**src/rtl/wssm_pkg.sv**
```systemverilog
`timescale 1ns / 1ps
// ----------------------------------------------------------------------------
// wssm_pkg
// shared sizes, codes and types of the windowed sample stats monitor
// ----------------------------------------------------------------------------
package wssm_pkg;

    localparam int SOURCES = 4;
    localparam int WINDOW  = 288;

    localparam int ADDR_W  = 32;
    localparam int TIME_W  = 32;
    localparam int RATE_W  = 24;
    localparam int TEMP_W  = 16;
    localparam int CFG_W   = 24;
    localparam int CNT_OUT_W = 9;
    localparam int IN_W    = 104;
    localparam int OUT_W   = 120;

    localparam int SLOT_W  = (SOURCES > 1) ? $clog2(SOURCES) : 1;
    localparam int CNT_W   = $clog2(WINDOW + 1);
    localparam int IDX_W   = (WINDOW > 1) ? $clog2(WINDOW) : 1;
    localparam int MEM_D   = SOURCES * WINDOW;
    localparam int MEM_W   = (MEM_D > 1) ? $clog2(MEM_D) : 1;
    localparam int SUM_W   = RATE_W + CNT_W;
    localparam int DCNT_W  = $clog2(SUM_W + 1);

    localparam logic [RATE_W-1:0] RATE_MIN_START = RATE_W'(9999990);
    localparam logic signed [TEMP_W-1:0] TEMP_MIN_START = TEMP_W'(9990);

    localparam logic [1:0] REG_INTERVAL  = 2'd0;
    localparam logic [1:0] REG_TEMP_LIM  = 2'd1;
    localparam logic [1:0] REG_RATE_LIM  = 2'd2;

    typedef enum logic [2:0] {
        B_IDLE,
        B_WRITE,
        B_READ,
        B_ACC,
        B_DIV,
        B_DONE
    } back_state_t;

    // one classified sample handed from front to back
    typedef struct packed {
        logic                     acc;
        logic                     full;
        logic                     hot;
        logic                     low;
        logic [SLOT_W-1:0]        slot;
        logic [IDX_W-1:0]         head;
        logic [CNT_W-1:0]         n;
        logic [RATE_W-1:0]        rate;
        logic signed [TEMP_W-1:0] temp;
    } job_t;

    typedef struct packed {
        logic                     accepted;
        logic                     table_full;
        logic [CNT_OUT_W-1:0]     sample_count;
        logic [RATE_W-1:0]        rate_max;
        logic [RATE_W-1:0]        rate_min;
        logic [RATE_W-1:0]        rate_mean;
        logic signed [TEMP_W-1:0] temp_max;
        logic signed [TEMP_W-1:0] temp_min;
        logic                     high_temp_alert;
        logic                     low_rate_alert;
    } res_t;

endpackage

```
**src/rtl/wssm_queue.sv**
```systemverilog
`timescale 1ns / 1ps
// ----------------------------------------------------------------------------
// wssm_queue
// two-entry job queue between front and back
// ----------------------------------------------------------------------------
module wssm_queue (
    input  logic           clk,
    input  logic           rst_n,
    input  logic           push,
    input  wssm_pkg::job_t push_job,
    output logic           full,
    input  logic           pop,
    output logic           empty,
    output wssm_pkg::job_t pop_job
);

    wssm_pkg::job_t mem_reg [2];
    logic           wp_reg, rp_reg;
    logic [1:0]     cnt_reg;

    assign full    = (cnt_reg == 2'd2);
    assign empty   = (cnt_reg == 2'd0);
    assign pop_job = mem_reg[rp_reg];

    always_ff @(posedge clk)
    begin
        if (push && !full)
            mem_reg[wp_reg] <= push_job;
    end

    always_ff @(posedge clk or negedge rst_n)
    begin
        if (!rst_n)
        begin
            wp_reg  <= 1'b0;
            rp_reg  <= 1'b0;
            cnt_reg <= '0;
        end
        else
        begin
            if (push && !full)
                wp_reg <= !wp_reg;
            if (pop && !empty)
                rp_reg <= !rp_reg;
            cnt_reg <= cnt_reg + 2'((push && !full) ? 1 : 0) - 2'((pop && !empty) ? 1 : 0);
        end
    end

endmodule

```
**config.mk**
```make
export PLATFORM = sky130hd
export DESIGN_NAME = wssm_queue
export DESIGN_NICKNAME = d
export VERILOG_FILES = /design/src/rtl/wssm_pkg.sv /design/src/rtl/wssm_queue.sv
export SDC_FILE = /design/constraint.sdc
export NUM_CORES = 1
export LEC_CHECK = 0
export ABC_CLOCK_PERIOD_IN_PS = 8300
export BUFFER_PORTS_ARGS = -buffer_cell sky130_fd_sc_hd__buf_2
export CAP_MARGIN = 5
export CORE_UTILIZATION = 40
export CTS_BUF_LIST = sky130_fd_sc_hd__clkbuf_16
export CTS_CLUSTER_SIZE = 16
export DETAILED_ROUTE_END_ITERATION = 10
export SLEW_MARGIN = 20
export SYNTH_ARGS = -nofsm -noshare
export SYNTH_HDL_FRONTEND = slang
export SYNTH_SLANG_ARGS = --single-unit
```
**constraint.sdc**
```tcl
create_clock -name clk -period 8.3 [get_ports clk]
set_input_delay 0.415 -clock clk [delete_from_list [all_inputs] [get_ports clk]]
set_output_delay 0.415 -clock clk [all_outputs]
set_load 0.005 [all_outputs]
```
Word-level counts from Yosys, hierarchy flattened --
Memory sizes are Yosys's and may differ from the RTL's. Cells that the tools add are included.
Operators by class: add/sub/neg operators 2, mux-type cells 4, eq/ne operators 1, reduce and logical (&&, ||, !) cells 7
Operators by type and width (number):
- $logic_not A1 Y1 | 4
- $mux W1 | 4
- $add A2 B1 Y2 | 1
- $eq A2 B2 Y1 const B | 1
- $logic_and A1 B1 Y1 | 2
- $logic_not A2 Y1 | 1
- $sub A2 B1 Y2 | 1
Word-level totals: memory bits (writable) 128, memories kept 1, input port bits 68, bits in registers 4
Memories:
- mem_reg | depth 2, width 64, read ports 1, clocked after memory_dff 0, wr ports 1, line wssm_queue.sv:17 | wssm_pkg::job_t mem_reg [2];

Logic depth before layout (Yosys ltp) --
Gate-level depths: netlist of run 1.
depth in word-level cells 6, mapped depth 7, depth with buffers taken out 7

Worst setup path after synthesis of run 1 --
Ideal clock, no wire load.
path type register -> register, start reg cnt_reg[1], end mem mem_reg[0][0] (netlist bit), enable pin, stages on the path, launching flop included 4, slack 4.543 ns, library setup time 0.486 ns, data required time 7.814 ns, path buffers 0, period minus slack after synthesis 3.757 ns, arrival 3.271 ns, path through dfrtp_1 -> nand2b_1 -> nand2_1 -> nor2_1
Between the ends: cells in the longest elaborated chain, start to end 5
Ends and longest elaborated chain:
- from (decl) | line wssm_queue.sv:19 | logic [1:0] cnt_reg;
- from (signal assigned) | line wssm_queue.sv:45 | cnt_reg <= cnt_reg + 2'((push && !full) ? 1 : 0) - 2'((pop && !empty) ? 1 : 0);
- $eq A2 B2 Y1 | line wssm_queue.sv:21 | assign full = (cnt_reg == 2'd2);
- $logic_not A1 Y1 | line wssm_queue.sv:27 | if (push && !full)
- $logic_and A1 B1 Y1 | line wssm_queue.sv:27
- $mux W1 | line wssm_queue.sv:27
- $mux W1 (not written as such) | line wssm_queue.sv:28 | mem_reg[wp_reg] <= push_job;
- to (decl) | line wssm_queue.sv:17
Every way passes these cells.

==> results.json, run 1 <==
{
  "critical_path_arrival_ns": 2.34,
  "slowest_delay_ns": 0.69,
  "clk-insertion-delay-late_ns": 0.42,
  "dr.pass1.iters": 4,
  "clockRootBuffer": "clkbuf_16",
  "leakagePower_nw": 2.59,
  "reg2reg_slack_ns": 6.45,
  "core_area_um2": 12100,
  "numCtsBuffers": 17,
  "cts_resized": 0,
  "drt_wl_total_um": 8070,
  "num_antenna_cells": 0,
  "worstMarginPinSlew_ns": 0.903,
  "syn2layout_area_growth_pct": 28.7,
  "cts.clk_slew.worst_paths_ns": 0.05,
  "syn_nets": 287,
  "fin_crit_ns": 2.75,
  "netlist_area_um2": 5020,
  "drive_above_1_share_pct": 60.3,
  "cp_max_fo": 40,
  "max-cap-violations": 0,
  "setup_viol": 0,
  "drtIter0Drc": 141,
  "grt_overflow_total": 0,
  "wl_per_cell_um": 14.8,
  "ys_seq_elements": 132,
  "final_cells": 546,
  "slew_viol_final": 0,
  "cpLargestDelayFamily": "buffers and inverters",
  "postRouteAntennaNets": 0,
  "cp_data_required_time_ns": 7.89,
  "die_y_um": 114,
  "cts_max_level": 4,
  "crit_path_cell_trace": "buf_4 > mux2_2 > buf_2",
  "tns_ns": 0,
  "cts_setup_buffers": 0,
  "dpl.hpwl_um": 4970,
  "crit_slowest_cell": "dfrtp_4",
  "grt_pass1_vias": 2624,
  "via_per_inst": 4.50,
  "grt_pass1_wl_um": 12200,
  "nets": 435,
  "rsz0062_at_grt": "false",
  "outcome": "complete, no violations",
  "period_share_pct": 33.1,
  "finish.utilization_pct": 53.4,
  "timing_worst_setup_path_type": "register to output port",
  "cts_tree": "yes",
  "startpoint_type": "register",
  "port_buffers": 133,
  "rows": 40,
  "grt_usage_pct": 13.2,
  "cts_buffer_depth": 2,
  "grt_max_degree": 65,
  "netlist_instances": 217,
  "via_count": 2455,
  "dieArea_um2": 13000,
  "crit_buf_inv": 2,
  "clock-sinks": 132,
  "io_pins": 134,
  "drcViolationCount": 0,
  "peakVddDrop_uv": 151,
  "largest_reg_flops": 128,
  "chipWidth_um": 114,
  "hold_path_class": "input port to register",
  "timing.hold.ws_ns": 0.184,
  "power.total_mw": 2.34,
  "fmax_ghz": 0.363,
  "power_density_nw_per_um2": 362,
  "place_congestion": 0.616,
  "finClkSkew_ns": 0.0119,
  "yosysUniqueCellTypes": 15,
  "ys_warn_count": 0,
  "syn_area_per_cell_um2": 23.1,
  "initial_core_util_pct": 41.5,
  "maxSlewHeadroom_pct": 39.8,
  "finalHoldViolCount": 0,
  "end_kind": "output port",
  "synth-seq-area-share_pct": 78.5,
  "grt_antenna_before_repair": 0,
  "dp.cells": 513
}
power breakdown:
part	internal [mW]	switching, mW	total [mW]
Sequential	0.917	0.0658	0.983
Combinational	0.342	0.265	0.607
Clock	0.493	0.256	0.748
routing by layer:
| layer | global-route usage, % | up-vias | wire [um] |
|---|---|---|---|
| li1 | - | 1153 | - |
| met1 | 14.5 | 1180 | 3330 |
| met5 | 0 | - | 0 |
| met3 | 6.19 | 19 | 687 |
| met2 | 20.8 | 103 | 3860 |
| met4 | 8.31 | 0 | 193 |
Yosys cell counts, drive strengths merged:
| cell type | count | area share (%) |
|---|---|---|
| edfxtp | 128 | 77 |
| mux2 | 64 | 18 |
| buf | 7 | 1.4 |
| dfrtp | 4 | 2.0 |
| xnor2 | 3 | 0.52 |
| ha | 2 | 0.50 |
| inv | 2 | 0.15 |
| nor2 | 2 | 0.15 |
| and3 | 1 | 0.12 |
| nand2 | 1 | 0.075 |
| nand2b | 1 | 0.12 |
| nor2b | 1 | 0.12 |
| xor2 | 1 | 0.17 |
cell type report:
| class | instances | area (um2) |
|---|---|---|
| Clock buffer | 17 | 425 |
| Clock inverter | 15 | 173 |
| Fill cell | 1020 | 5650 |
| Inverter | 2 | 7.51 |
| Multi-Input combinational cell | 76 | 1010 |
| Sequential cell | 132 | 3950 |
| Tap cell | 168 | 210 |
| Timing Repair Buffer | 136 | 691 |
through the flow:
stage | setup slack (ns) | area [um2]
floorplan | 4.54 | 5020
global placement | 5.93 | 5860
detailed placement | 5.93 | 5860
CTS | 5.48 | 6460
global route | 5.40 | 6460
finish | 5.55 | 6460
worst paths after layout:
kind,start,end,depth (start not counted)
max,rp_reg$_DFFE_PN0P_,pop_job[63],3
min,push_job[62],mem_reg[0][62]$_DFFE_PP_,1
max reg2reg,cnt_reg[1]$_DFF_PN0_,mem_reg[0][23]$_DFFE_PP_,4
min reg2reg,cnt_reg[1]$_DFF_PN0_,cnt_reg[1]$_DFF_PN0_,1
max in group asynchronous,rst_n,rp_reg$_DFFE_PN0P_,2
min in group asynchronous,rst_n,rp_reg$_DFFE_PN0P_,2
layout by cell type (no fill, tap or decap), types with 3 or more instances in the layout:
cell type  instances
clkinv_2           3
inv_1              5
xnor2_1            3
bufinv_16          4
buf_2            133
clkbuf_16         17
mux2_2            14
dfrtp_1            3
edfxtp_1         128
clkinv_1           3
mux2_4            50
worst register-to-register path: stages (launching register included):
cell and delay (ns):
dfrtp_1 0.40, nand2b_1 0.12, nand2_1 0.15, nor2_4 0.10, buf_4 0.68
kinds of logic after synthesis:
kind of cell               count (synthesis)  synth area share [%]
DFF                                      132                  78.5
xor gates and xnor gates                   4                 0.698
adders and majority gates                  2                 0.498
muxes                                     64                  18.1
buffers and inverters                      9                  1.59
and+or+nand+nor                            6                 0.598
what timing repair did:
| item | in CTS | in global routing |
|---|---|---|
| endpoints found under the hold margin | 4 | 0 |
| endpoints found under the setup margin | 0 | 0 |
| hold buffers | 1 | 0 |
Note: power is estimated with default switching activity, not from simulation.
==> run 2, diff against run 1 <==
ABC_CLOCK_PERIOD_IN_PS = 2800   (was 8300)
clock period = 2.8 ns   (was 8.3 ns; I/O delays follow)
==> run 2 against run 1 <==
Net effect: clock skew fell by 0.0088 ns; sequential cell count did not move; die area did not move; setup slack got worse by 4.9 ns; combinational power rose to 3.1 times the previous value; wire length rose by 11%; clock-buffer cell count did not move; sequential share of layout area fell by 6.2 points; largest power group unchanged.
==> results.json, run 2 (same netlist as run 1, synthesis figures left out) <==
{
  "cts.clk_slew.worst_paths_ns": 0.05,
  "drive_above_1_share_pct": 52.0,
  "dp.cells": 517,
  "syn2layout_area_growth_pct": 43.4,
  "clockRootBuffer": "clkbuf_16",
  "grt_antenna_before_repair": 0,
  "grt_overflow_total": 0,
  "timing.hold.ws_ns": 0.0706,
  "max-cap-violations": 0,
  "timing_worst_setup_path_type": "register to output port",
  "maxSlewHeadroom_pct": 55.7,
  "cts_resized": 0,
  "dr.pass1.iters": 4,
  "rsz0062_at_grt": "false",
  "grt_pass1_wl_um": 13500,
  "fmax_ghz": 0.457,
  "finClkSkew_ns": 0.00313,
  "hold_path_class": "input port to async pin",
  "via_count": 2703,
  "port_buffers": 133,
  "setup_viol": 0,
  "chipWidth_um": 114,
  "drt_wl_total_um": 8930,
  "layout.cells.most_common_list": "buf_2, edfxtp_1, dlygate4sd3_1",
  "drcViolationCount": 0,
  "grt_usage_pct": 14.0,
  "dieArea_um2": 13000,
  "cts_tree": "yes",
  "grt_pass1_vias": 2863,
  "cts_setup_buffers": 0,
  "leakagePower_nw": 2.91,
  "final_area_um2": 7200,
  "final_common_cell": "buf_2",
  "wl_per_cell_um": 14.5,
  "tns_ns": 0,
  "cts_max_level": 4,
  "peakVddDrop_uv": 536,
  "cp_max_fo": 38,
  "via_per_inst": 4.40,
  "finish.utilization_pct": 59.5,
  "clk-insertion-delay-late_ns": 0.40,
  "startpoint_type": "register",
  "critical_path_arrival_ns": 2.05,
  "place_congestion": 0.651,
  "hold_buffers": 65,
  "postRouteAntennaNets": 0,
  "nets": 503,
  "cts_buffer_depth": 2,
  "cp_data_required_time_ns": 2.66,
  "io_pins": 134,
  "worstMarginPinSlew_ns": 0.665,
  "dpl-instance-area_um2": 5910,
  "num_antenna_cells": 0,
  "final_cells": 614,
  "drtIter0Drc": 89,
  "fin_crit_ns": 2.19,
  "clock-sinks": 132,
  "rows": 40,
  "die_y_um": 114,
  "finalHoldViolCount": 0,
  "end_kind": "output port",
  "initial_core_util_pct": 41.5,
  "core_area_um2": 12100,
  "numCtsBuffers": 17,
  "slew_viol_final": 0,
  "outcome": "complete, no violations",
  "period_share_pct": 78.2,
  "power_density_nw_per_um2": 1010,
  "grt_max_degree": 63,
  "largest_reg_flops": 128
}
-- run 2: cell types whose count changed in the layout (fill, tap and decap cells not counted), sizes merged --
| cell | before | now |
|---|---|---|
| buf | 135 | 139 |
| bufinv | 4 | 6 |
| clkinv | 6 | 8 |
| clkinvlp | 2 | 0 |
| dlygate4sd3 | 1 | 65 |
| inv | 5 | 3 |
-- run 2: worst max-delay path, cell delays in order (launching register included) --
cell,delay (ns)
dfrtp_4,0.86
buf_4,0.33
mux2_4,0.32
buf_2,0.13
-- run 2: final cells by class --
| class | instances | area (um2) |
|---|---|---|
| fill | 964 | 4910 |
| sequential | 132 | 3950 |
| timing repair buffer | 204 | 1390 |
| inverter | 2 | 7.51 |
| clock buffer | 17 | 425 |
| clock inverter | 15 | 218 |
| multi-input combinational | 76 | 1010 |
| tap | 168 | 210 |
-- run 2: metrics by stage --
| step | power (mW) | setup WS, ns |
|---|---|---|
| after detailed placement | 4.87 | 1.00 |
| after floorplan | 4.18 | 0.113 |
| after global routing | 7.59 | 0.524 |
| final | 7.25 | 0.611 |
| after CTS | 7.35 | 0.558 |
| after global placement | 4.84 | 1.02 |
-- run 2: final timing paths --
check,start,slack [ns],cells after the start,to
setup / recovery,rp_reg$_DFFE_PN0P_,0.61,3,pop_job[27]
hold / removal,rst_n,0.07,2,cnt_reg[0]$_DFF_PN0_
setup reg to reg,cnt_reg[1]$_DFF_PN0_,1.24,7,cnt_reg[1]$_DFF_PN0_
hold reg to reg,cnt_reg[1]$_DFF_PN0_,0.50,1,cnt_reg[1]$_DFF_PN0_
max in group asynchronous,rst_n,2.60,2,rp_reg$_DFFE_PN0P_
min in group clk,pop,0.12,3,rp_reg$_DFFE_PN0P_
-- run 2: metal layers --
metal  GRT usage [%]  vias up  part of all wire [%]
met1            16.6     1295                    44
met2            23.0       99                    49
met4            6.75        0                   1.5
met3            4.92       18                   6.3
li1                -     1291                     -
met5               0        -                     0
-- run 2: report_power, final --
part	internal (mW)	switching, mW	leakage, nW	total, mW
Clock	1.64	0.746	0.319	2.39
Sequential	2.71	0.248	1.23	2.96
Combinational	1.12	0.779	1.36	1.90
