===== src/rtl/wssm_pkg.sv =====
`timescale 1ns / 1ps
// ----------------------------------------------------------------------------
// wssm_pkg
// shared sizes, codes and types of the windowed sample stats monitor
// ----------------------------------------------------------------------------
package wssm_pkg;

    localparam int SOURCES = 4;
    localparam int WINDOW  = 288;

    localparam int ADDR_W  = 32;
    localparam int TIME_W  = 32;
    localparam int RATE_W  = 24;
    localparam int TEMP_W  = 16;
    localparam int CFG_W   = 24;
    localparam int CNT_OUT_W = 9;
    localparam int IN_W    = 104;
    localparam int OUT_W   = 120;

    localparam int SLOT_W  = (SOURCES > 1) ? $clog2(SOURCES) : 1;
    localparam int CNT_W   = $clog2(WINDOW + 1);
    localparam int IDX_W   = (WINDOW > 1) ? $clog2(WINDOW) : 1;
    localparam int MEM_D   = SOURCES * WINDOW;
    localparam int MEM_W   = (MEM_D > 1) ? $clog2(MEM_D) : 1;
    localparam int SUM_W   = RATE_W + CNT_W;
    localparam int DCNT_W  = $clog2(SUM_W + 1);

    localparam logic [RATE_W-1:0] RATE_MIN_START = RATE_W'(9999990);
    localparam logic signed [TEMP_W-1:0] TEMP_MIN_START = TEMP_W'(9990);

    localparam logic [1:0] REG_INTERVAL  = 2'd0;
    localparam logic [1:0] REG_TEMP_LIM  = 2'd1;
    localparam logic [1:0] REG_RATE_LIM  = 2'd2;

    typedef enum logic [2:0] {
        B_IDLE,
        B_WRITE,
        B_READ,
        B_ACC,
        B_DIV,
        B_DONE
    } back_state_t;

    // one classified sample handed from front to back
    typedef struct packed {
        logic                     acc;
        logic                     full;
        logic                     hot;
        logic                     low;
        logic [SLOT_W-1:0]        slot;
        logic [IDX_W-1:0]         head;
        logic [CNT_W-1:0]         n;
        logic [RATE_W-1:0]        rate;
        logic signed [TEMP_W-1:0] temp;
    } job_t;

    typedef struct packed {
        logic                     accepted;
        logic                     table_full;
        logic [CNT_OUT_W-1:0]     sample_count;
        logic [RATE_W-1:0]        rate_max;
        logic [RATE_W-1:0]        rate_min;
        logic [RATE_W-1:0]        rate_mean;
        logic signed [TEMP_W-1:0] temp_max;
        logic signed [TEMP_W-1:0] temp_min;
        logic                     high_temp_alert;
        logic                     low_rate_alert;
    } res_t;

endpackage


===== src/rtl/wssm_front.sv =====
`timescale 1ns / 1ps
// ----------------------------------------------------------------------------
// wssm_front
// source lookup, slot allocation, interval check and alerts
// ----------------------------------------------------------------------------
module wssm_front (
    input  logic                          clk,
    input  logic                          rst_n,
    input  logic                          cfg_we,
    input  logic [1:0]                    cfg_index,
    input  logic [wssm_pkg::CFG_W-1:0]    cfg_data,
    input  logic                          in_valid,
    output logic                          in_ready,
    input  logic [wssm_pkg::IN_W-1:0]     in_data,
    output logic                          job_push,
    output wssm_pkg::job_t                job,
    input  logic                          q_full
);

    logic [15:0]                        interval_reg;
    logic signed [wssm_pkg::TEMP_W-1:0] temp_lim_reg;
    logic [wssm_pkg::RATE_W-1:0]        rate_lim_reg;
    logic [wssm_pkg::TIME_W-1:0]        last_reg;
    logic [wssm_pkg::ADDR_W-1:0]        saddr_reg [wssm_pkg::SOURCES];
    logic [wssm_pkg::SOURCES-1:0]       used_reg;
    logic [wssm_pkg::IDX_W-1:0]         head_reg  [wssm_pkg::SOURCES];
    logic [wssm_pkg::CNT_W-1:0]         fill_reg  [wssm_pkg::SOURCES];

    logic [wssm_pkg::ADDR_W-1:0]        addr;
    logic [wssm_pkg::TIME_W-1:0]        now;
    logic [wssm_pkg::RATE_W-1:0]        rate;
    logic signed [wssm_pkg::TEMP_W-1:0] temp;
    logic                               hit, free, found, acc, take;
    logic [wssm_pkg::SLOT_W-1:0]        hit_slot, free_slot, slot;
    logic [wssm_pkg::IDX_W-1:0]         h, h_next;
    logic [wssm_pkg::CNT_W-1:0]         f_old, f_new;

    assign addr = in_data[31:0];
    assign now  = in_data[63:32];
    assign rate = in_data[87:64];
    assign temp = in_data[103:88];

    assign in_ready = !q_full;
    assign take     = in_valid && in_ready;

    always_comb
    begin
        hit = 1'b0;
        free = 1'b0;
        hit_slot = '0;
        free_slot = '0;
        for (int i = wssm_pkg::SOURCES - 1; i >= 0; i--)
        begin
            if (used_reg[i] && saddr_reg[i] == addr)
            begin
                hit = 1'b1;
                hit_slot = wssm_pkg::SLOT_W'(i);
            end
            if (!used_reg[i])
            begin
                free = 1'b1;
                free_slot = wssm_pkg::SLOT_W'(i);
            end
        end
        found = hit || free;
        slot  = hit ? hit_slot : free_slot;
        // a newly claimed slot starts with an empty ring
        h     = hit ? head_reg[slot] : '0;
        f_old = hit ? fill_reg[slot] : '0;
        acc   = found && ((now - last_reg) >= wssm_pkg::TIME_W'(interval_reg));
        h_next = (h == wssm_pkg::IDX_W'(wssm_pkg::WINDOW - 1)) ? '0 : h + 1'b1;
        f_new = (acc && f_old < wssm_pkg::CNT_W'(wssm_pkg::WINDOW)) ? f_old + 1'b1 : f_old;
    end

    always_comb
    begin
        job.acc  = acc;
        job.full = !found;
        job.hot  = acc && (temp > temp_lim_reg);
        job.low  = acc && (rate < rate_lim_reg);
        job.slot = slot;
        job.head = h;
        job.n    = found ? f_new : '0;
        job.rate = rate;
        job.temp = temp;
    end

    assign job_push = take;

    always_ff @(posedge clk or negedge rst_n)
    begin
        if (!rst_n)
        begin
            interval_reg <= 16'd300;
            temp_lim_reg <= 16'sd800;
            rate_lim_reg <= '0;
            last_reg     <= '0;
            used_reg     <= '0;
            for (int i = 0; i < wssm_pkg::SOURCES; i++)
            begin
                saddr_reg[i] <= '0;
                head_reg[i]  <= '0;
                fill_reg[i]  <= '0;
            end
        end
        else
        begin
            if (cfg_we)
            begin
                case (cfg_index)
                    wssm_pkg::REG_INTERVAL: interval_reg <= cfg_data[15:0];
                    wssm_pkg::REG_TEMP_LIM: temp_lim_reg <= cfg_data[15:0];
                    wssm_pkg::REG_RATE_LIM: rate_lim_reg <= cfg_data;
                    default: ;
                endcase
            end
            if (take && found)
            begin
                used_reg[slot]  <= 1'b1;
                saddr_reg[slot] <= addr;
                fill_reg[slot]  <= f_new;
                head_reg[slot]  <= acc ? h_next : h;
                if (acc)
                    last_reg <= now;
            end
        end
    end

endmodule


===== config.mk =====
export PLATFORM = sky130hd
export DESIGN_NAME = wssm_front
export DESIGN_NICKNAME = d
export VERILOG_FILES = /design/src/rtl/wssm_pkg.sv /design/src/rtl/wssm_front.sv
export SDC_FILE = /design/constraint.sdc
export NUM_CORES = 1
export LEC_CHECK = 0
export BUFFER_PORTS_ARGS = -buffer_cell sky130_fd_sc_hd__buf_2
export CORE_MARGIN = 2
export CORE_UTILIZATION = 45
export CTS_CLUSTER_DIAMETER = 120
export CTS_CLUSTER_SIZE = 25
export DETAILED_ROUTE_END_ITERATION = 6
export PLACE_DENSITY = 0.6
export SLEW_MARGIN = 40
export SYNTH_ARGS = -nofsm -noshare
export SYNTH_HDL_FRONTEND = slang
export SYNTH_SLANG_ARGS = --single-unit
export TNS_END_PERCENT = 30

===== constraint.sdc =====
create_clock -name clk -period 8.32 [get_ports clk]
set_clock_uncertainty 0.2 [all_clocks]
set_input_delay 0.416 -clock clk [delete_from_list [all_inputs] [get_ports clk]]
set_output_delay 0.416 -clock clk [all_outputs]
set_load 0.05 [all_outputs]

# ---- Word-level counts from Yosys, hierarchy flattened
# Index checks and enable logic that the tools add are counted.
dict set report classes {
  add_sub_neg 3
  magnitude_cmp 8
  n_eq_ne 7
  mux 38
  n_bitwise 2
  n_reduce_logical 20
}
# op count
set op_table {}
lappend op_table {{bitwise mux 128 bit} 1}
lappend op_table {{equality test 32 bit} 4}
lappend op_table {{two-way mux 9 bit} 11}
lappend op_table {{bitwise mux 36 bit} 2}
lappend op_table {{demux 32 bit (select 2 bit)} 1}
lappend op_table {{binary-select mux 9 bit (select 2 bit)} 2}
lappend op_table {{greater-or-equal comparator 32 x 16 -> 1 bit} 1}
lappend op_table {{two-way mux 32 bit} 1}
lappend op_table {{subtractor 32 bit} 1}
lappend op_table {{< comparator 24 bit} 1}
lappend op_table {{adder 9 x 1 -> 9 bit, second input constant} 2}
lappend op_table {{demux 9 bit (select 2 bit)} 1}
lappend op_table {{two-way mux 2 bit} 9}
lappend op_table {{> comparator 16 bit} 1}
lappend op_table {{logical AND 1 bit} 12}
lappend op_table {{equality test 9 bit, second input constant} 1}
lappend op_table {{< comparator 9 bit, second input constant} 1}
lappend op_table {{two-way mux 1 bit} 9}
lappend op_table {{AND reduction 2 bit} 4}
lappend op_table {{bitwise OR 4 bit} 1}
lappend op_table {{greater-or-equal comparator 3 bit, second input constant} 1}
lappend op_table {{< comparator 2 x 3 -> 1 bit, second input constant} 1}
lappend op_table {{< comparator 3 x 1 -> 1 bit, second input constant} 1}
lappend op_table {{inverter 2 -> 3 bit} 1}
lappend op_table {{7 further kinds} 8}
dict set report word_totals {
  register_bits 292
  in_bits 135
  output_inout_bits 66
  wordCells 95
}

# ---- Longest topological paths before layout
# Gate-level depths: netlist (run 1).
dict set report logic_depth {
  depth_word 16
  mapped_depth 23
  ltp_nobuf 22
}

# ---- Least setup slack after synthesis (run 1)
# Ideal clock, no wire load.
dict set report synth_timing {
  kind {input to output}
  startpoint {input in_data[32] (netlist bit)}
  endpoint {output job[46] (netlist bit)}
  t_arrival_ps 4803
  t_required_ps 7704
  setup_slack_ps 2901
  path_stages 21
  n_path_buf 0
  cell_sequence {inv_1 > ha_1 > fa_1 > nand2b_1 > a21oi_1 > o21ai_0 > o21ai_0 > a21oi_1 > xnor2_1 > ha_1 > a21oi_1 > nand2_1 > a2111oi_0 > nand3_1 > nor4_1 > nand4_1 > nor4_1 > nand4b_1 > and2b_1 > nor4b_4 > xor2_2}
}
# item line_no
set synth_lines {}
lappend synth_lines {{from (decl)} wssm_front.sv:14} ;# input logic [wssm_pkg::IN_W-1:0] in_data,
lappend synth_lines {{to (decl)} wssm_front.sv:16} ;# output wssm_pkg::job_t job,

==> results of run 1 <==
## metal layers
layer	vias to the layer above	part of all wire, %	global-route usage (%)
met2	336	46	37.7
li1	6728	-	-
met5	-	0	0
met1	6814	47	33.4
met4	0	1.6	4.30
met3	42	5.1	2.70
## worst register-to-register path: stages (launching register included)
cell and delay, ns:
sky130_fd_sc_hd__dfrtp_1 0.41, sky130_fd_sc_hd__ha_1 0.22, sky130_fd_sc_hd__fa_1 0.39, sky130_fd_sc_hd__nand2b_1 0.17
sky130_fd_sc_hd__a21oi_1 0.28, sky130_fd_sc_hd__o21ai_0 0.24, sky130_fd_sc_hd__o21ai_0 0.30, sky130_fd_sc_hd__a21oi_1 0.13
sky130_fd_sc_hd__xnor2_1 0.14, sky130_fd_sc_hd__ha_1 0.31, sky130_fd_sc_hd__a21oi_1 0.16, sky130_fd_sc_hd__nand2_1 0.07
sky130_fd_sc_hd__a2111oi_0 0.42, sky130_fd_sc_hd__nand3_1 0.13, sky130_fd_sc_hd__nor4_1 0.20, sky130_fd_sc_hd__nand4_1 0.15
sky130_fd_sc_hd__nor4_1 0.30, sky130_fd_sc_hd__nand4b_1 0.47, sky130_fd_sc_hd__and2b_1 0.63, sky130_fd_sc_hd__nor4b_4 0.26
sky130_fd_sc_hd__xor2_2 0.18, sky130_fd_sc_hd__mux2_1 0.31
## logic make-up (layout without fill, tap and decap cells)
| logic type | Yosys count | in the layout | share of synthesized area [%] |
|---|---|---|---|
| xor gates and xnor gates | 160 | 160 | 7.89 |
| adders and majority gates | 89 | 89 | 6.27 |
| DFF | 292 | 292 | 40.9 |
| and+or+nand+nor | 622 | 622 | 16.7 |
| other | 0 | 1 | 0 |
| muxes | 174 | 174 | 10.8 |
| AOI/OAI and AO/OA | 297 | 297 | 10.4 |
| buffers and inverters | 258 | 410 | 6.93 |
## synthesized netlist by cell type (17+ instances only)
master                     number
sky130_fd_sc_hd__nand2_1      339
sky130_fd_sc_hd__dfrtp_1      285
sky130_fd_sc_hd__mux2_2       150
sky130_fd_sc_hd__inv_1        114
sky130_fd_sc_hd__o21ai_0      113
sky130_fd_sc_hd__ha_1          88
sky130_fd_sc_hd__xnor2_1       83
sky130_fd_sc_hd__xor2_1        76
sky130_fd_sc_hd__a21oi_1       73
sky130_fd_sc_hd__nor2_1        56
sky130_fd_sc_hd__buf_4         48
sky130_fd_sc_hd__clkbuf_1      46
sky130_fd_sc_hd__nand4_1       45
sky130_fd_sc_hd__nand3_1       38
sky130_fd_sc_hd__buf_2         35
sky130_fd_sc_hd__nor4_1        28
sky130_fd_sc_hd__mux2i_1       19
sky130_fd_sc_hd__a21o_1        17
sky130_fd_sc_hd__nor3_1        17
## worst min-delay path by stage
stage,from,endpoint,slack [ns],cells past startpoint
floorplan,rst_n,fill_reg[0],-0.08,0
detailed placement,head_reg[32],head_reg[32],0.27,2
global placement,head_reg[10],head_reg[10],0.26,2
finish,in_data[25],saddr_reg[25],0.02,3
CTS,in_data[26],saddr_reg[58],0.003,3
global route,in_data[62],last_reg[30],0.005,2
## per-stage QoR
step / setup slack [ns] / util (%) / power [W] / instances
2_1_floorplan: 2.90 / - / 0.00432 / 1892
3_3_place_gp: 1.85 / 48.4 / 0.00499 / 2481
3_5_place_dp: 1.65 / 48.4 / 0.00505 / 2481
4_1_cts: 1.10 / 50.9 / 0.00590 / 2559
5_1_grt: 0.604 / 51.1 / 0.00633 / 2563
6_report: 1.14 / 51.1 / 0.00586 / 2563
## area by class of cell
class	instances	area share, %
Multi-Input combinational cell	1342	47.0
Timing Repair Buffer	272	8.70
Inverter	117	2.21
Clock inverter	1	0.0441
Clock buffer	20	1.98
Sequential cell	292	36.8
Tap cell	518	3.26
Antenna cell	1	0.0126
## power by group through the flow
stage / clock network, W / logic (W) / registers, W
after floorplan: 0 / 0.00220 / 0.00212
after global placement: 0 / 0.00283 / 0.00216
after detailed placement: 0 / 0.00287 / 0.00218
after CTS: 0.000845 / 0.00290 / 0.00215
after global routing: 0.000886 / 0.00324 / 0.00221
final: 0.000804 / 0.00291 / 0.00215
## repair_timing
item | in CTS | in global routing
buffers inserted | 0 | 0
endpoints found under the hold margin | 181 | 0
endpoints found under the setup margin | 0 | 0
hold buffers | 57 | 0
## cell usage in the layout (no fill, tap or decap), types with 10 or more instances in the layout
cell	netlist	layout
sky130_fd_sc_hd__buf_2	35	199
sky130_fd_sc_hd__a21oi_1	73	73
sky130_fd_sc_hd__o211ai_1	10	10
sky130_fd_sc_hd__nand2b_1	15	15
sky130_fd_sc_hd__xnor2_1	83	83
sky130_fd_sc_hd__nor2_1	56	56
sky130_fd_sc_hd__mux2i_1	19	19
sky130_fd_sc_hd__ha_1	88	88
sky130_fd_sc_hd__nand3_1	38	36
sky130_fd_sc_hd__nor2b_1	11	11
sky130_fd_sc_hd__clkbuf_16	0	15
sky130_fd_sc_hd__nand4_1	45	45
sky130_fd_sc_hd__a21o_1	17	17
sky130_fd_sc_hd__o21ai_0	113	113
sky130_fd_sc_hd__xor2_1	76	76
sky130_fd_sc_hd__dlygate4sd3_1	0	57
sky130_fd_sc_hd__nor3_1	17	17
sky130_fd_sc_hd__nand2_1	339	337
sky130_fd_sc_hd__nor4_1	28	28
sky130_fd_sc_hd__mux2_2	150	150
sky130_fd_sc_hd__and3_1	12	11
sky130_fd_sc_hd__buf_4	48	10
sky130_fd_sc_hd__inv_1	114	114
sky130_fd_sc_hd__dfrtp_1	285	285
==> out/summary.md, run 1 <==
For this design the total switching power over the nets is 0.00247 W. The number of nets handed over by synthesis was 2116. Instance count of the mapped netlist: 1892. The min-delay analysis places its worst path in the category in -> reg. In this run the worst setup path terminates at job[43].

The aggregate routed wire length came out at 47.5 mm. The tools report the part of the power in combinational logic as 49.5%. Setup repair after global routing left no endpoint under its margin.

Adding up every negative setup slack in the final design gives 0 ns. The floorplan core area is 38900 sq um. The routed layout has 13900 vias. After synthesis, the cell types taking the most area are sky130_fd_sc_hd__dfrtp_1 40%, sky130_fd_sc_hd__mux2_2 9.5%, sky130_fd_sc_hd__nand2_1 7.1%.

The die is 203 um tall. The critical path is of the in -> out type. The critical register-to-register path startpoint was last_reg[0]. The maximum clock frequency was 0.139 GHz.

The tools report the worst-skew pair later-pin latency as 0.50 ns. For this run, asynchronously set or reset flops after synthesis account for 100%. Family with the most delay on the worst path: simple AND/OR/NAND/NOR gates. After detailed routing, the average wire length per cell comes to 18.5 um. The tools report the root buffer cell as sky130_fd_sc_hd__clkbuf_16. The DRC violation count after routing is 0, and the number of antenna violations at the first check in global routing is 1. The maximum fanout along the worst path is 16.

The sequential area share after synthesis is 40.9%. For this design the top-level I/O count stands at 201. The power density over the cells was 295 nW/um^2. In this run the critical register-to-register path is captured at fill_reg[15]. The tools report the clock sink count as 292.

The run gives 0 as the post-cts repair resize count. After clock tree synthesis, the clock-pin slew on the worst setup and hold paths is 0.10 ns. Cell internal power was estimated by the tool at 0.00339 W.

For this run, the number of Yosys warnings is 0. The largest stage delay on the critical path was 0.62 ns. From synthesis to final layout, the design area changed by 11.2%. The flip-flop and latch count after synthesis is 292, and the combined area of all synthesized cells is 17900 sq um.

The initial utilization of the core area, before any placement, comes to 45.9%. Registers are responsible for 36.7% of the overall power. Of the total power, the clock network draws 13.7%. The tools report the flop-to-flop setup slack as 2.16 ns. For the final number of max-transition violations, the log shows 0.

The average via count per standard cell is 5.43. The logs give 91 for the distinct cell type count after synthesis and 46.8% for the worst slew slack as a fraction of its limit. In this run the mean area of a mapped cell was 9.44 sq um. In the final layout, flip-flops and latches occupy 7320 sq um. In this run the horizontal extent of the chip is 203 um. The final critical path time including I/O delays and setup is 7.18 ns, and the total track usage is 23.1%. The top cell type by area accounts for 39.9% of the synthesized area. After routing the design area is 19900 sq um. Startpoint of the most critical setup path: in_data[32].

H-tree depth: 1. The post-detailed-placement cell area was 18800 sq um. Of the cells placed in the final design, the portion with a size suffix greater than 1 is 21.0%.

For this run the aggregate overflow at the end of global routing stands at 0. The run gives 41300 sq um as the floorplan die area. For the pin with the worst max-slew slack, the measured transition is 0.796 ns. At the end of routability-driven placement, the weighted congestion stood at 0.893.

STA puts the critical path data required time at 7.70 ns. Number of fillers in the final layout: 3674. Yosys mapped a number of flops with a built-in enable equal to 0. The first global-routing pass estimated 75.8 mm of wire. TritonCTS built the clock tree. Summed over all cells, the static leakage comes to 9.41 nW. Measured in cells, the most critical reg-to-reg path has a length of 21. The via count of the first global-routing pass was 13500; the worst hold slack was 0.0216 ns. The number of hold violations in the final report is 0, and the final cycle utilization of the critical path is 86.3%. The count of max-cap constraint violations is 0. The most numerous cell type found on the critical path is sky130_fd_sc_hd__a21oi_1. The switching power as a share of total power works out to 42.2%. The slowest stage of the critical path belongs to the cell sky130_fd_sc_hd__and2b_1. Detailed placement finished with a half-perimeter wire length of 35.6 mm. The number of flip-flops under the largest register name came out at 128. Entering global routing, the biggest net connects 104 pins. The detailed router finished its first iteration with 922 violations.

In this run the core area contains 72 standard-cell rows. The predominant post-synthesis flop cell was sky130_fd_sc_hd__dfrtp_1. The total stage count of the critical path works out to 25.

The synthesized design spends more area on one cell type than any other, namely sky130_fd_sc_hd__dfrtp_1. The startpoint type of the worst setup path is a primary input. The number of buffers and inverters on the critical path is 5. The pre-antenna-repair detailed-routing pass consisted of 5 iterations. Buffers placed on the I/O ports in this run total 200. The net count of the finished layout is 2264. In this run, CTS created clock tree buffers numbering 15. For the arrival time reported for the critical path endpoint, the log shows 6.57 ns. Maximum buffer depth of the clock tree: 3. The worst setup path is captured at an output pin.

The flow ran to the end, and the final reports show no timing, DRC or antenna violations. Setup violations remaining at the end of the flow were counted as 0. The area used by multi-input combinational logic came out at 9330 sq um. The worst-case vdd ir drop came out at 170 uV. For the post-detailed-route count of antenna-violating nets, the log shows 0.
(Power assumes the default switching activity.)
==> inputs of run 2 (changes only) <==
--- a/config.mk
+++ b/config.mk
@@ -11,7 +11,7 @@
 export CTS_CLUSTER_DIAMETER = 120
 export CTS_CLUSTER_SIZE = 25
 export DETAILED_ROUTE_END_ITERATION = 6
-export PLACE_DENSITY = 0.6
+export PLACE_DENSITY = 0.62
 export SLEW_MARGIN = 40
 export SYNTH_ARGS = -nofsm -noshare
 export SYNTH_HDL_FRONTEND = slang
==> constraint.sdc (replaced) <==
create_clock -name clk -period 6.3 [get_ports clk]
set_clock_uncertainty 0.2 [all_clocks]
set_input_delay 0.315 -clock clk [delete_from_list [all_inputs] [get_ports clk]]
set_output_delay 0.315 -clock clk [all_outputs]
set_load 0.05 [all_outputs]
==> out/summary.md, run 2 (synthesis results as in run 1) <==
The flow ran to the end, and the final reports show no timing, DRC or antenna violations. The clock passes through at most 3 buffers. The worst-skew pair later-pin latency came out at 0.51 ns.

After global routing the overflow that remains totals 0. The ratio of cells with drive above 1 in the final layout came out at 21.7%. TritonCTS created 15 clock buffers. CTS saw 292 sinks. The logs give 5.78 ns for the required time at the worst-slack endpoint and 41300 sq um for the floorplan die area. Traced cell by cell, the critical path runs through ha_1 > fa_1 > nand2b_1 > a21oi_4 > o21ai_1 > o21ai_1 > a21oi_1 > xnor2_1 > ha_1 > a21oi_1 > nand2_1 > a2111oi_0 > nand3_1 > nor4_1 > nand4_1 > nor4_2 > nand4b_1 > buf_4 > and2b_1 > nand2_1 > xor2_2 > inv_1 > buf_2. Slew at the pin closest to its max-slew limit: 0.737 ns. TritonCTS built the clock tree. For this configuration, the core starts out at a cell density of 45.9%. The worst setup path is launched from a flip-flop.

The largest single stage delay on the critical path is 0.40 ns. Classification of the worst-slack hold path: in -> reg. In this run, the number of DRC markers left after iteration 0 of detailed routing was 961. In the final routed layout, each cell accounts on average for 18.4 um. Across all layers, the routed design uses 14200 vias.

STA puts the critical path data arrival time at 5.37 ns. Across the VDD grid, the largest voltage drop is 176 uV. The category of the most critical setup path was reg -> out. In this run the count of I/O pins placed on the die edge is 201.

The number of antenna violations at the first check in global routing was 3; the count of TritonRoute iterations in the first routing pass was 5. The final cycle utilization of the critical path is 93.4%, and the H-tree depth is 1. After the last flow step, the layout net total stands at 2314. After routing, the total negative slack on setup checks comes to 0 ns.

The CTS clock-pin slew for the worst setup and hold paths is 0.11 ns. The aggregate routed wire length came out at 48.1 mm. The startpoint of the most critical setup path is last_reg[0].

Static timing analysis puts the maximum clock frequency at 0.170 GHz. Leaving out fill and tap cells, the most frequent cells in the layout are 337 x sky130_fd_sc_hd__nand2_1, 285 x sky130_fd_sc_hd__dfrtp_1, 197 x sky130_fd_sc_hd__buf_2. Headroom to the max-slew limit came out at 50.8%. The routed design could run at a clock period as short as 5.89 ns. The run gives 35.6 mm as the HPWL after detailed placement.

The floorplan core area is 38900 sq um, and the average via count per standard cell is 5.44. Setup violations remaining at the end of the flow were counted as 0. Counting cells, the worst reg-to-reg path comes to 18. The height of the die works out to 203 um. For the via count of the first global-routing pass, the log shows 14100.

For the count of max-cap constraint violations, the log shows 0. The master of the slowest instance on the critical path was sky130_fd_sc_hd__dfrtp_1. The floorplan has 72 rows.

The worst register-to-register path ends at head_reg[8]. Post-detailed-route count of antenna-violating nets: 0. The critical register-to-register path startpoint was saddr_reg[15]. The growth of design area from synthesis to finish came out at 14.1%. The maximum fanout along the worst path came out at 5.

Setup repair after global routing left no endpoint under its margin. The number of buffers inserted by port buffering is 200. From left edge to right edge, the die measures 203 um. The final number of max-transition violations came out at 0.

For this run, design rule violations remaining after detail routing come to 0. The total track usage was 23.3%. The logs give 72 for the pin count of the biggest net entering global routing and 9.65 nW for the leakage component of the power. The number of flip-flops under the largest register name works out to 128. The final core utilization is 52.4%. Leaving out fill and tap cells, the most frequent cell in the layout is sky130_fd_sc_hd__nand2_1. The root buffer cell is sky130_fd_sc_hd__clkbuf_16. Counting the fill cells in the layout gives 3678. The tools report the category of the worst setup path capture point as an output pin. The power density over the cells is 384 nW/um^2, and the weighted congestion at the end of routability-driven global placement is 0.881.

In this run the worst setup path terminates at job[43]. The tools report the number of hold violations in the final report as 0. In this run the register-to-register setup slack is 0.95 ns. The first-pass GRT wire length is 77.0 mm.
## run 2: cell type report
| type | instances | area, sq um | area share (%) |
|---|---|---|---|
| repair buffers | 322 | 2180 | 10.7 |
| clock inverters | 1 | 8.76 | 0.0430 |
| flip-flops and latches | 292 | 7320 | 35.9 |
| clock buffers | 20 | 394 | 1.93 |
| multi-input cells | 1342 | 9390 | 46.1 |
| inverters | 117 | 439 | 2.15 |
| diodes | 3 | 7.51 | 0.0368 |
| well taps | 518 | 648 | 3.18 |
## run 2: layer usage
metal	share of wire, %	vias to the layer above	global-route usage, %
met4	1.9	0	4.85
met5	0	-	0
met1	47	6983	33.4
met3	4.6	60	2.65
met2	46	361	38.2
li1	-	6831	-
## run 2: through the flow
step	instances	cell area (sq um)	worst slack (ns)	hold slack [ns]	total power (W)
after floorplan	1892	17900	1.08	-0.181	0.00571
after global placement	2495	18900	0.252	0.242	0.00660
after detailed placement	2498	19000	0.0998	0.0427	0.00670
after CTS	2610	20300	0.00752	0.0490	0.00784
after global routing	2615	20400	0.000377	0.0804	0.00844
final	2615	20400	0.415	0.0685	0.00783
## run 2: worst max-delay path, delay by kind of cell (launching register included)
family                   cells  cell delay, ns
XOR/XNOR                     2            0.38
flip-flops                   1            0.40
adder cells (fa/ha/maj)      3            0.91
AO/OA/AOI/OAI                6            1.18
buffers and inverters        3            0.47
AND/OR/NAND/NOR              9            1.50
## run 2: what timing repair did
item	4_1_cts	5_1_grt
setup buffers	3	1
setup endpoints to repair	12	12
endpoints found under the hold margin	267	0
gates resized for setup	0	15
pin swaps	1	0
hold buffers	88	0
## run 2: worst min path at each step
stage | startpoint | end | slack, ns | depth (start not counted)
after floorplan | rst_n | fill_reg[0] | -0.18 | 0
after global placement | rst_n | rate_lim_reg[16] | 0.24 | 1
after detailed placement | rst_n | rate_lim_reg[16] | 0.04 | 1
after CTS | in_data[6] | saddr_reg[38] | 0.05 | 3
after global routing | in_data[6] | saddr_reg[38] | 0.08 | 3
final | in_data[6] | saddr_reg[38] | 0.07 | 3
## run 2: power by group
part,switching (W),internal (W)
registers,0.000370,0.00248
clock network,0.000632,0.000447
logic,0.00229,0.00161
total,0.00329,0.00454
